**config.mk**
```make
export PLATFORM = sky130hd
export DESIGN_NAME = lbc_ram
export DESIGN_NICKNAME = d
export VERILOG_FILES = /design/src/rtl/lbc_ram.sv
export SDC_FILE = /design/constraint.sdc
export NUM_CORES = 1
export LEC_CHECK = 0
export ABC_AREA = 1
export BUFFER_PORTS_ARGS = -buffer_cell sky130_fd_sc_hd__buf_2
export CAP_MARGIN = 20
export CORE_MARGIN = 2
export CORE_UTILIZATION = 55
export DETAILED_ROUTE_END_ITERATION = 7
export GPL_TIMING_DRIVEN = 0
export PLACE_DENSITY = 0.78
export SLEW_MARGIN = 25
export SYNTH_ARGS = -nofsm -noshare
export SYNTH_HDL_FRONTEND = slang
export SYNTH_SLANG_ARGS = --single-unit
```
**constraint.sdc**
```tcl
create_clock -name clk -period 1.2 [get_ports clk]
set_input_delay 0.3 -clock clk [delete_from_list [all_inputs] [get_ports clk]]
set_output_delay 0.3 -clock clk [all_outputs]
set_load 0.005 [all_outputs]
```
**src/rtl/lbc_ram.sv**
```systemverilog
// Generic single-clock RAM with one write port and one registered read port.
`timescale 1ns / 1ps
module lbc_ram #(
  parameter int WIDTH = 8,
  parameter int DEPTH = 16
) (
  input  logic                     clk,
  input  logic                     we,
  input  logic [$clog2(DEPTH)-1:0] waddr,
  input  logic [WIDTH-1:0]         wdata,
  input  logic                     re,
  input  logic [$clog2(DEPTH)-1:0] raddr,
  output logic [WIDTH-1:0]         rdata
);
  logic [WIDTH-1:0] mem [DEPTH];

  always_ff @(posedge clk) begin
    if (we) begin
      mem[waddr] <= wdata;
    end
    if (re) begin
      rdata <= mem[raddr];
    end
  end
endmodule

```
Yosys cells after proc, flatten, opt, wreduce, memory -nomap -nowiden
Memory sizes are Yosys's and may differ from the RTL's. A register that Yosys moved wholly into a read port is not among the register bits. Cells that the tools add are included.

Bits in registers: 0. RAM bits: 128. Output and inout bits: 8. Logic and storage cells: 3. Memories: 1.

Mux-type cells: 2.

Memories: mem (depth 16, bits a word 8, read ports 1, clocked after Yosys merged registers in 1, write ports 1, RTL line 15) `logic [WIDTH-1:0] mem [DEPTH];`.

Operator list (number): two-way mux 1 bit (2).

Depth between registers and ports, before layout
Gate-level depths: netlist (run 1).

Depth in word-level cells: 2. Depth in mapped cells: 8.

Least setup slack after synthesis (run 1)
OpenSTA, ideal clock, no wires.

Kind: input to register. From: in waddr[3]. To: mem mem[4][0] (enable). Library setup time: 370 ps. Arrival: 881 ps. Data required time: 830 ps. Slack: -51 ps. Cell stages on the path: 2. Path buffers: 0. Path through: nand3b_1 > nor2_1.

RTL lines: from (decl) (RTL line 9) `input logic [$clog2(DEPTH)-1:0] waddr,`; to (decl) (RTL line 15).

Straight into the memory's write port.

Worst setup path in the final report (run 1)
From: reg rdata[1] (read register of mem). To: out rdata[1].

RTL lines: from (decl) (RTL line 13) `output logic [WIDTH-1:0] rdata`.

No word-level cell between the ends.

==> results of run 1 <==
[cells in the mapped netlist]
library cell,n
nand2_1,173
buf_4,4
buf_1,1
inv_2,2
edfxtp_1,136
buf_2,13
buf_6,6
nor2_1,17
inv_1,100
nand3_1,97
nand3b_1,2
[registers in the layout (all words and copies together), names as in the netlist]
| signal | flops |
|---|---|
| mem | 128 |
| rdata | 8 |
[report_power, final]
| group | switching [mW] | leakage, nW | internal, mW | total [mW] |
|---|---|---|---|---|
| clock | 1.91 | 0.257 | 2.91 | 4.82 |
| combinational | 0.497 | 1.40 | 0.203 | 0.699 |
| sequential | 0.0249 | 1.24 | 5.35 | 5.38 |
[cell families (layout without fill, tap and decap cells)]
family | Yosys count | after routing | synth area share
simple gates | 289 | 289 | 0.208
buf+inv | 126 | 181 | 0.0939
flops | 136 | 136 | 0.698
[path summary, 6_finish.rpt]
kind | endpoint | cells past startpoint | slack, ns
max | rdata[1] | 1 | -0.14
min | rdata[7] | 1 | 0.11
max reg2reg | rdata[4] | 6 | 0.06
min reg2reg | rdata[5] | 6 | 0.79
[through the flow]
stage	instance area (sq um)	setup WS [ns]	hold slack (ns)
final	6730	-0.136	0.105
after global routing	6730	-0.173	0.100
after CTS	6700	-0.154	0.108
after detailed placement	6140	-0.669	0.654
after global placement	6140	-0.562	0.628
after floorplan	5850	-0.0508	0.399
[area by class of cell]
cell class                      instances  area (sq um)
Multi-Input combinational cell        289          1260
Clock inverter                         15           136
Timing Repair Buffer                   23           115
Fill cell                             776          3600
Clock buffer                           17           414
Inverter                              102           383
Tap cell                              136           170
Buffer                                 24           166
Sequential cell                       136          4080
[per-layer routing]
metal / share of wire / up-vias
met2: 0.48 / 238
met4: 0.024 / 0
met1: 0.39 / 1905
met3: 0.099 / 34
met5: 0 / -
li1: - / 1872
==> flow_summary_export.csv, run 1 <==
group,metric,value,unit
global_route,met3_usage,0.0663,
global_route,grt_pass1_vias,3937,
logic_synthesis,synth-seq-area-share,0.698,
clock_network,cts_root_buf,"clkbuf_8",
global_route,busiest_layer,"met2",
min_path,worstHoldPathType,"in2reg",
outcome,violations,"setup timing",
layout,final_cell_count_no_fill,742,
min_path,hp-start,"re",
layout,final_cell_mix,"nand2_1, edfxtp_1, inv_1",
logic_synthesis,netlist_area,5850,sq um
global_route,grt_pass1_wl,21.4,mm
timing,rsz0062_at_grt,"true",
worst_setup_path,cp_top_family,"flip-flops",
timing,drv_slew,0,
die,rows,37,
placement,io_buffers,23,
worst_setup_path,slowest_stage,"edfxtp_1",
route,drt_pass1_iterations,5,
worst_setup_path,cp_max_fo,1,
die,core_area,10300,sq um
global_route,grt_max_degree,17,
logic_synthesis,ys_warn_count,0,
worst_setup_path,end_kind,"primary output",
die,io_pins,27,
layout,fin_nets,612,
timing,clock-skew-final,0.00544,ns
timing,setup_tns,-0.935,ns
clock_network,cts_setup_buffers,0,
global_route,overflow,0,
die,die-width,107,microns
pwr,p_leak,2.89,nW
layout,fin_util,0.652,
clock_network,clk_pin_slew,0.06,ns
job,maxCapViolCount,0,
route,drc,0,
route,drtIter0Drc,360,
route,ant_nets,0,
layout,syn_to_final_growth,15.1,%
layout,layout-drive-gt1-share,0.147,
global_route,track_usage,0.262,
route,via_per_inst,5.46,
clock_network,clk_latency,0.53,ns
clock_network,clock_path_buffers,2,
timing,fin_crit_sh,1.11,
global_route,grt_use_met2,0.410,
timing,fmax,748,MHz
clock_network,ctsResizeCount,4,
pwr,ir_drop,986,uV
timing,worst_slack,-0.136,ns
worst_setup_path,critPathMaxStageDelay,0.36,ns
worst_setup_path,r2r-start,"mem[11][4]",
die,start_util,0.566,
timing,fin_crit,1.34,ns
outcome,status,"finished, violations left",
clock_network,cts_tree,"built",
logic_synthesis,netlist_instances,551,
route,drt_wl_total,13.9,mm
clock_network,cts_hold_buf,0,
pwr,power-per-cell-area,1620,nW/um^2
worst_setup_path,cp.required,0.90,ns
timing,worst_pin_slew,0.856,ns
placement,dpl.hpwl,8.89,mm
logic_synthesis,netlist.area_leader.share,0.698,
die,die_y,107,microns
route,wl_per_cell,18.7,microns
timing,hold_viol_final,0,
placement,dpl.cell_count,710,
clock_network,htreeDepth,4,
logic_synthesis,synth_fp_nets,570,
timing,setup-violations-final,8,
layout,diodes,0,
global_route,antenna_found_initial,0,
layout,final_common_cell,"nand2_1",
logic_synthesis,ys_top_cells_by_area,"edfxtp_1, nand2_1, nand3_1",
die,dieArea,11500,sq um
worst_setup_path,path_buf_inv,1,
timing,slew_headroom,0.427,
placement,gp_congestion,0.936,
clock_network,cts_inserted_buffers,17,
worst_setup_path,startpoint_type,"register",
worst_setup_path,crit_chain,"buf_2",
logic_synthesis,syn_area_per_cell,10.6,sq um
worst_setup_path,arrival,1.04,ns
logic_synthesis,synth_seq_cells,136,
clock_network,clock-sinks,136,
route,vias,4049,
worst_setup_path,crit_type,"reg2out",
global_route,grt_use_met1,0.353,
pwr,totalPowerFinal,10.9,mW
worst_setup_path,cp-startpoint,"rdata[1]",
logic_synthesis,yosysUniqueCellTypes,11,
logic_synthesis,synth.largest_area_cell,"edfxtp_1",
Power figures use the tool's default switching activity.
==> inputs of run 2 (changes only) <==
--- a/config.mk
+++ b/config.mk
@@ -5,14 +5,13 @@
 export SDC_FILE = /design/constraint.sdc
 export NUM_CORES = 1
 export LEC_CHECK = 0
-export ABC_AREA = 1
 export BUFFER_PORTS_ARGS = -buffer_cell sky130_fd_sc_hd__buf_2
 export CAP_MARGIN = 20
 export CORE_MARGIN = 2
-export CORE_UTILIZATION = 55
+export CORE_UTILIZATION = 54
 export DETAILED_ROUTE_END_ITERATION = 7
 export GPL_TIMING_DRIVEN = 0
-export PLACE_DENSITY = 0.78
+export PLACE_DENSITY = 0.77
 export SLEW_MARGIN = 25
 export SYNTH_ARGS = -nofsm -noshare
 export SYNTH_HDL_FRONTEND = slang
==> constraint.sdc (replaced) <==
create_clock -name clk -period 1.2 [get_ports clk]
set_input_delay 0.18 -clock clk [delete_from_list [all_inputs] [get_ports clk]]
set_output_delay 0.18 -clock clk [all_outputs]
set_load 0.005 [all_outputs]
==> run 2 against run 1 <==
- the run still ends with setup timing left
- routed wire length is 30% lower
- count of clock-buffer cells in the layout is 2 higher
- non-clock buffer count is 11 lower
- largest power group unchanged
- die area is 8.6% lower
- design area is 8.5% lower
- core utilization is 0.83 points higher
- maximum frequency is 9.9% lower
- via count is 40% lower
==> flow_summary_export.csv, run 2 <==
group,metric,value,unit
job,maxCapViolCount,0,
logic_synthesis,synth.largest_area_cell,"edfxtp_1",
clock_network,clk_latency,0.51,ns
timing,worst_pin_slew,0.808,ns
logic_synthesis,synth-seq-area-share,0.781,
die,start_util,0.560,
global_route,track_usage,0.203,
min_path,worstHoldPathType,"in2reg",
route,ant_nets,0,
logic_synthesis,synth_common_cells,"edfxtp_1, mux4_2, a22oi_1, mux4_1, nor2_1",
timing,rsz0062_at_grt,"true",
route,highest_layer,"met4",
route,drc,0,
die,die-width,102,microns
route,wl_per_cell,23.3,microns
layout,reg_top3,"mem x128, rdata x8",
route,route.met2.wl,4.80,mm
placement,io_buffers,25,
placement,dpl.cell_count,383,
route,met3_length,706,microns
outcome,status,"finished, violations left",
route,drt_pass1_iterations,4,
logic_synthesis,async_flop_share,0,
worst_setup_path,cp.required,1.46,ns
logic_synthesis,netlist_area,5230,sq um
logic_synthesis,synth_ff_type,"edfxtp_1",
logic_synthesis,synth_edf_count,136,
logic_synthesis,synth_seq_cells,136,
logic_synthesis,synth.most_common_cell,"edfxtp_1",
timing,drv_slew,0,
global_route,grt_max_degree,17,
worst_setup_path,r2r-start,"mem[7][4]",
layout,regMostFlops,"mem",
global_route,grt_pass1_vias,2390,
worst_setup_path,cp_max_fo,1,
placement,dpl.hpwl,6.07,mm
worst_setup_path,startpoint_type,"register",
layout,fin_util,0.660,
clock_network,cts_tree,"built",
worst_setup_path,crit_type,"reg2reg",
outcome,violations,"setup timing",
clock_network,clk_pin_slew,0.06,ns
worst_setup_path,endpoint,"rdata[4]",
logic_synthesis,yosysUniqueCellTypes,18,
layout,final_common_cell,"edfxtp_1",
die,dieArea,10500,sq um
worst_setup_path,arrival,1.74,ns
pwr,ir_drop,941,uV
die,die_y,102,microns
placement,gp_congestion,0.714,
clock_network,cts_root_buf,"clkbuf_8",
worst_setup_path,cp-startpoint,"mem[7][4]",
route,vias,2420,
timing,fmax,674,MHz
layout,final_cell_count_no_fill,416,
logic_synthesis,syn_area_per_cell,22.8,sq um
logic_synthesis,synth_fp_nets,248,
layout,largest_reg_flops,128,
clock_network,cts_inserted_buffers,17,
min_path,timing.hold.worst_path_depth,1,
timing,worst_slack,-0.283,ns
timing,timing.hold.ws,0.0654,ns
pwr,p_leak,1.99,nW
timing,fin_crit,1.48,ns
logic_synthesis,netlist.area_leader.share,0.781,
clock_network,cts_setup_buffers,0,
die,core_area,9330,sq um
clock_network,clock-sinks,136,
worst_setup_path,end_kind,"register",
pwr,power-per-cell-area,1780,nW/um^2
layout,diodes,0,
global_route,grt_pass1_wl,14.3,mm
pwr,totalPowerFinal,10.9,mW
die,rows,35,
route,via_per_inst,5.82,
timing,fin_crit_sh,1.24,
timing,setup-violations-final,8,
placement,preCtsSetupSlack,-0.501,ns
route,met1_length,4.01,mm
route,drtIter0Drc,225,
timing,hold_viol_final,0,
timing,slew_headroom,0.459,
die,io_pins,27,
layout,syn_to_final_growth,17.8,%
layout,fin_nets,293,
timing,clock-skew-final,0.00491,ns
logic_synthesis,ys_warn_count,0,
route,drt_wl_total,9.68,mm
logic_synthesis,netlist_instances,229,
global_route,antenna_found_initial,0,
worst_setup_path,r2r-end,"rdata[4]",
layout,layout-drive-gt1-share,0.380,
layout,fillCellCount,592,
worst_setup_path,rr_worst_depth,3,
global_route,overflow,0,
clock_network,clock_path_buffers,2,
layout,final_cell_mix,"edfxtp_1, mux4_2, buf_2",
worst_setup_path,ff2ff_setup_slack,-0.28,ns
clock_network,htreeDepth,4,
logic_synthesis,ys_top_cells_by_area,"edfxtp_1, mux4_2, mux4_1",
==> run 2: metal layers <==
layer,up-vias,GRT usage
li1,1056,-
met1,1242,0.282
met2,110,0.314
met3,12,0.0561
met4,0,0.0749
met5,-,0
==> run 2: layout make-up <==
class	count	area (sq um)	share of cell area
buffer	10	120	0.0195
sequential	136	4080	0.663
tap	129	161	0.0262
clock buffer	19	422	0.0685
multi-input combinational	83	1080	0.175
clock inverter	13	155	0.0252
timing repair buffer	26	135	0.0220
==> run 2: worst min-delay path by stage <==
| stage | to | slack (ns) | from |
|---|---|---|---|
| after floorplan | mem[0][0] | 0.28 | wdata[0] |
| after global placement | rdata[0] | 0.52 | re |
| after detailed placement | rdata[0] | 0.51 | re |
| after CTS | mem[13][5] | 0.05 | wdata[5] |
| after global routing | mem[15][5] | 0.06 | wdata[5] |
| final | mem[6][5] | 0.07 | wdata[5] |
==> run 2: worst max-delay path, cell delays in order (launching register included) <==
cell,delay (ns)
edfxtp_1,0.39
mux4_2,0.54
a22oi_2,0.19
nand2_1,0.10
==> run 2: cells by family (layout without fill, tap and decap cells) <==
| kind of cell | Yosys count | in the layout | synth area share |
|---|---|---|---|
| flip-flops | 136 | 136 | 0.781 |
| AND/OR/NAND/NOR | 35 | 35 | 0.0314 |
| multiplexers | 32 | 32 | 0.148 |
| AO/OA/AOI/OAI | 16 | 16 | 0.0230 |
| buffers and inverters | 10 | 68 | 0.0165 |
==> run 2: repair_timing <==
action	CTS	global route
gates resized for setup	4	3
endpoints found under the hold margin	8	0
endpoints found under the setup margin	9	23
hold buffers	1	0
pin swaps	1	2
==> run 2: through the flow <==
step / setup TNS (ns) / area [sq um]
2_1_floorplan: -2.34 / 5260
3_3_place_gp: -45.24 / 5550
3_5_place_dp: -49.82 / 5550
4_1_cts: -1.90 / 6150
5_1_grt: -2.35 / 6160
6_report: -1.93 / 6160
==> run 2: power by group <==
group          internal [mW]  switching [mW]  leakage (nW)
sequential              5.35          0.0242          1.24
clock                   3.14            1.86         0.269
combinational          0.233           0.312         0.487
==> inputs of run 3 (changes only) <==
--- a/config.mk
+++ b/config.mk
@@ -9,9 +9,10 @@
 export CAP_MARGIN = 20
 export CORE_MARGIN = 2
 export CORE_UTILIZATION = 54
+export CTS_CLUSTER_SIZE = 24
 export DETAILED_ROUTE_END_ITERATION = 7
 export GPL_TIMING_DRIVEN = 0
-export PLACE_DENSITY = 0.77
+export PLACE_DENSITY = 0.81
 export SLEW_MARGIN = 25
 export SYNTH_ARGS = -nofsm -noshare
 export SYNTH_HDL_FRONTEND = slang
==> run 3 against run 2 <==
- the run still ends with setup timing left
- non-clock buffer count is the same
- via count increased by 2.6%
- register-to-register slack about the same
- highest routed layer unchanged
==> flow_summary_export.csv, run 3 (synthesis results as in run 2) <==
group,metric,value,unit
outcome,status,"finished, violations left",
outcome,violations,"setup timing",
die,io_pins,27,
worst_setup_path,path_buf_inv,0,
timing,fmax,678,MHz
layout,final_cell_count_no_fill,416,
worst_setup_path,cp_max_fo,1,
clock_network,clk_pin_slew,0.06,ns
pwr,p_leak,2.01,nW
min_path,timing.hold.worst_path_depth,1,
timing,worst_pin_slew,0.813,ns
min_path,worstHoldPathType,"in2reg",
worst_setup_path,critPathMaxStageDelay,0.52,ns
placement,gp_congestion,0.720,
worst_setup_path,cp_top_family,"multiplexers",
placement,dpl.hpwl,6.29,mm
clock_network,htreeDepth,4,
clock_network,cts_tree,"built",
timing,setup-violations-final,8,
layout,diodes,0,
layout,layout-drive-gt1-share,0.390,
global_route,track_usage,0.221,
worst_setup_path,slowest_stage,"mux4_2",
route,drtIter0Drc,299,
layout,syn_to_final_growth,18.5,%
pwr,power-per-cell-area,1800,nW/um^2
die,rows,35,
layout,largest_reg_flops,128,
clock_network,clk_latency,0.53,ns
worst_setup_path,startpoint_type,"register",
worst_setup_path,arrival,1.74,ns
timing,setup_tns,-1.84,ns
route,ant_nets,0,
timing,rsz0062_at_grt,"true",
route,vias,2484,
die,die_y,102,microns
worst_setup_path,cp.required,1.46,ns
die,core_area,9330,sq um
route,wl_per_cell,24.9,microns
global_route,grt_pass1_wl,15.4,mm
placement,placedInstanceArea,5550,sq um
global_route,grt_pass1_vias,2527,
layout,fin_nets,293,
worst_setup_path,crit_type,"reg2reg",
layout,final_cell_mix,"edfxtp_1, mux4_2, buf_2",
timing,slew_headroom,0.455,
worst_setup_path,end_kind,"register",
placement,dpl.cell_count,383,
timing,timing.hold.ws,0.0554,ns
timing,fin_crit,1.48,ns
pwr,ir_drop,1090,uV
route,via_per_inst,5.97,
global_route,grt_max_degree,17,
layout,final_common_cell,"edfxtp_1",
clock_network,cts_inserted_buffers,17,
layout,reg_top3,"mem x128, rdata x8",
route,drt_wl_total,10.3,mm
die,start_util,0.560,
job,maxCapViolCount,0,
timing,fin_crit_sh,1.23,
placement,io_buffers,25,
clock_network,clock_path_buffers,2,
worst_setup_path,ff2ff_setup_slack,-0.28,ns
die,die-width,102,microns
die,dieArea,10500,sq um
clock_network,clock-sinks,136,
worst_setup_path,crit_chain,"mux4_2, a22oi_2, nand2_1",
layout,fillCellCount,566,
route,drt_pass1_iterations,4,
worst_setup_path,cp_num_cells,3,
timing,drv_slew,0,
layout,fin_util,0.664,
clock_network,cts_setup_buffers,0,
global_route,antenna_found_initial,0,
worst_setup_path,rr_worst_depth,3,
clock_network,cts_root_buf,"clkbuf_8",
timing,clock-skew-final,0.00527,ns
layout,stdcell_area,6190,sq um
timing,worst_slack,-0.276,ns
timing,hold_viol_final,0,
global_route,overflow,0,
layout,regMostFlops,"mem",
route,drc,0,
==> run 3: cell count changes in the layout (fill, tap and decap cells not counted) <==
cell	before	now
a22oi_2	3	8
nor2_2	3	0
clkbuf_1	2	0
bufinv_16	3	4
a22oi_1	13	8
nor2_1	7	10
clkinv_2	2	4
clkinv_1	2	3
clkinvlp_4	4	2
==> run 3: path summary, 6_finish.rpt <==
check                  from        end
setup / recovery  mem[7][0]   rdata[0]
hold / removal     wdata[6]  mem[7][6]
setup reg to reg  mem[7][0]   rdata[0]
hold reg to reg   mem[8][1]   rdata[1]
==> run 3: timing repair <==
item | CTS | global route
hold buffers | 1 | 0
resized for setup | 5 | 4
endpoints found under the hold margin | 8 | 0
setup endpoints to repair | 15 | 16
pin swaps | 1 | 1
==> run 3: area by class of cell <==
type | instances | area [sq um] | share of cell area
Tap cell | 129 | 161 | 0.0261
Clock inverter | 15 | 184 | 0.0297
Timing Repair Buffer | 26 | 135 | 0.0218
Sequential cell | 136 | 4080 | 0.659
Clock buffer | 17 | 414 | 0.0669
Buffer | 10 | 120 | 0.0194
Multi-Input combinational cell | 83 | 1100 | 0.177
==> run 3: metrics by stage <==
| step | setup slack, ns | total power [mW] |
|---|---|---|
| 3_5_place_dp | -0.523 | 6.01 |
| 6_report | -0.276 | 11.2 |
| 3_3_place_gp | -0.462 | 5.98 |
| 5_1_grt | -0.282 | 11.5 |
| 4_1_cts | -0.274 | 11.2 |
| 2_1_floorplan | -0.180 | 5.78 |
==> run 3: power by group <==
group          switching (mW)  internal (mW)
Clock                    1.89           3.34
Combinational           0.322          0.238
Sequential             0.0280           5.35
==> run 3: routing by layer <==
| metal | up-vias | global-route usage | part of all wire |
|---|---|---|---|
| li1 | 1062 | - | - |
| met5 | - | 0 | 0 |
| met3 | 20 | 0.0657 | 0.056 |
| met4 | 0 | 0.0769 | 0.018 |
| met1 | 1299 | 0.302 | 0.42 |
| met2 | 103 | 0.347 | 0.51 |
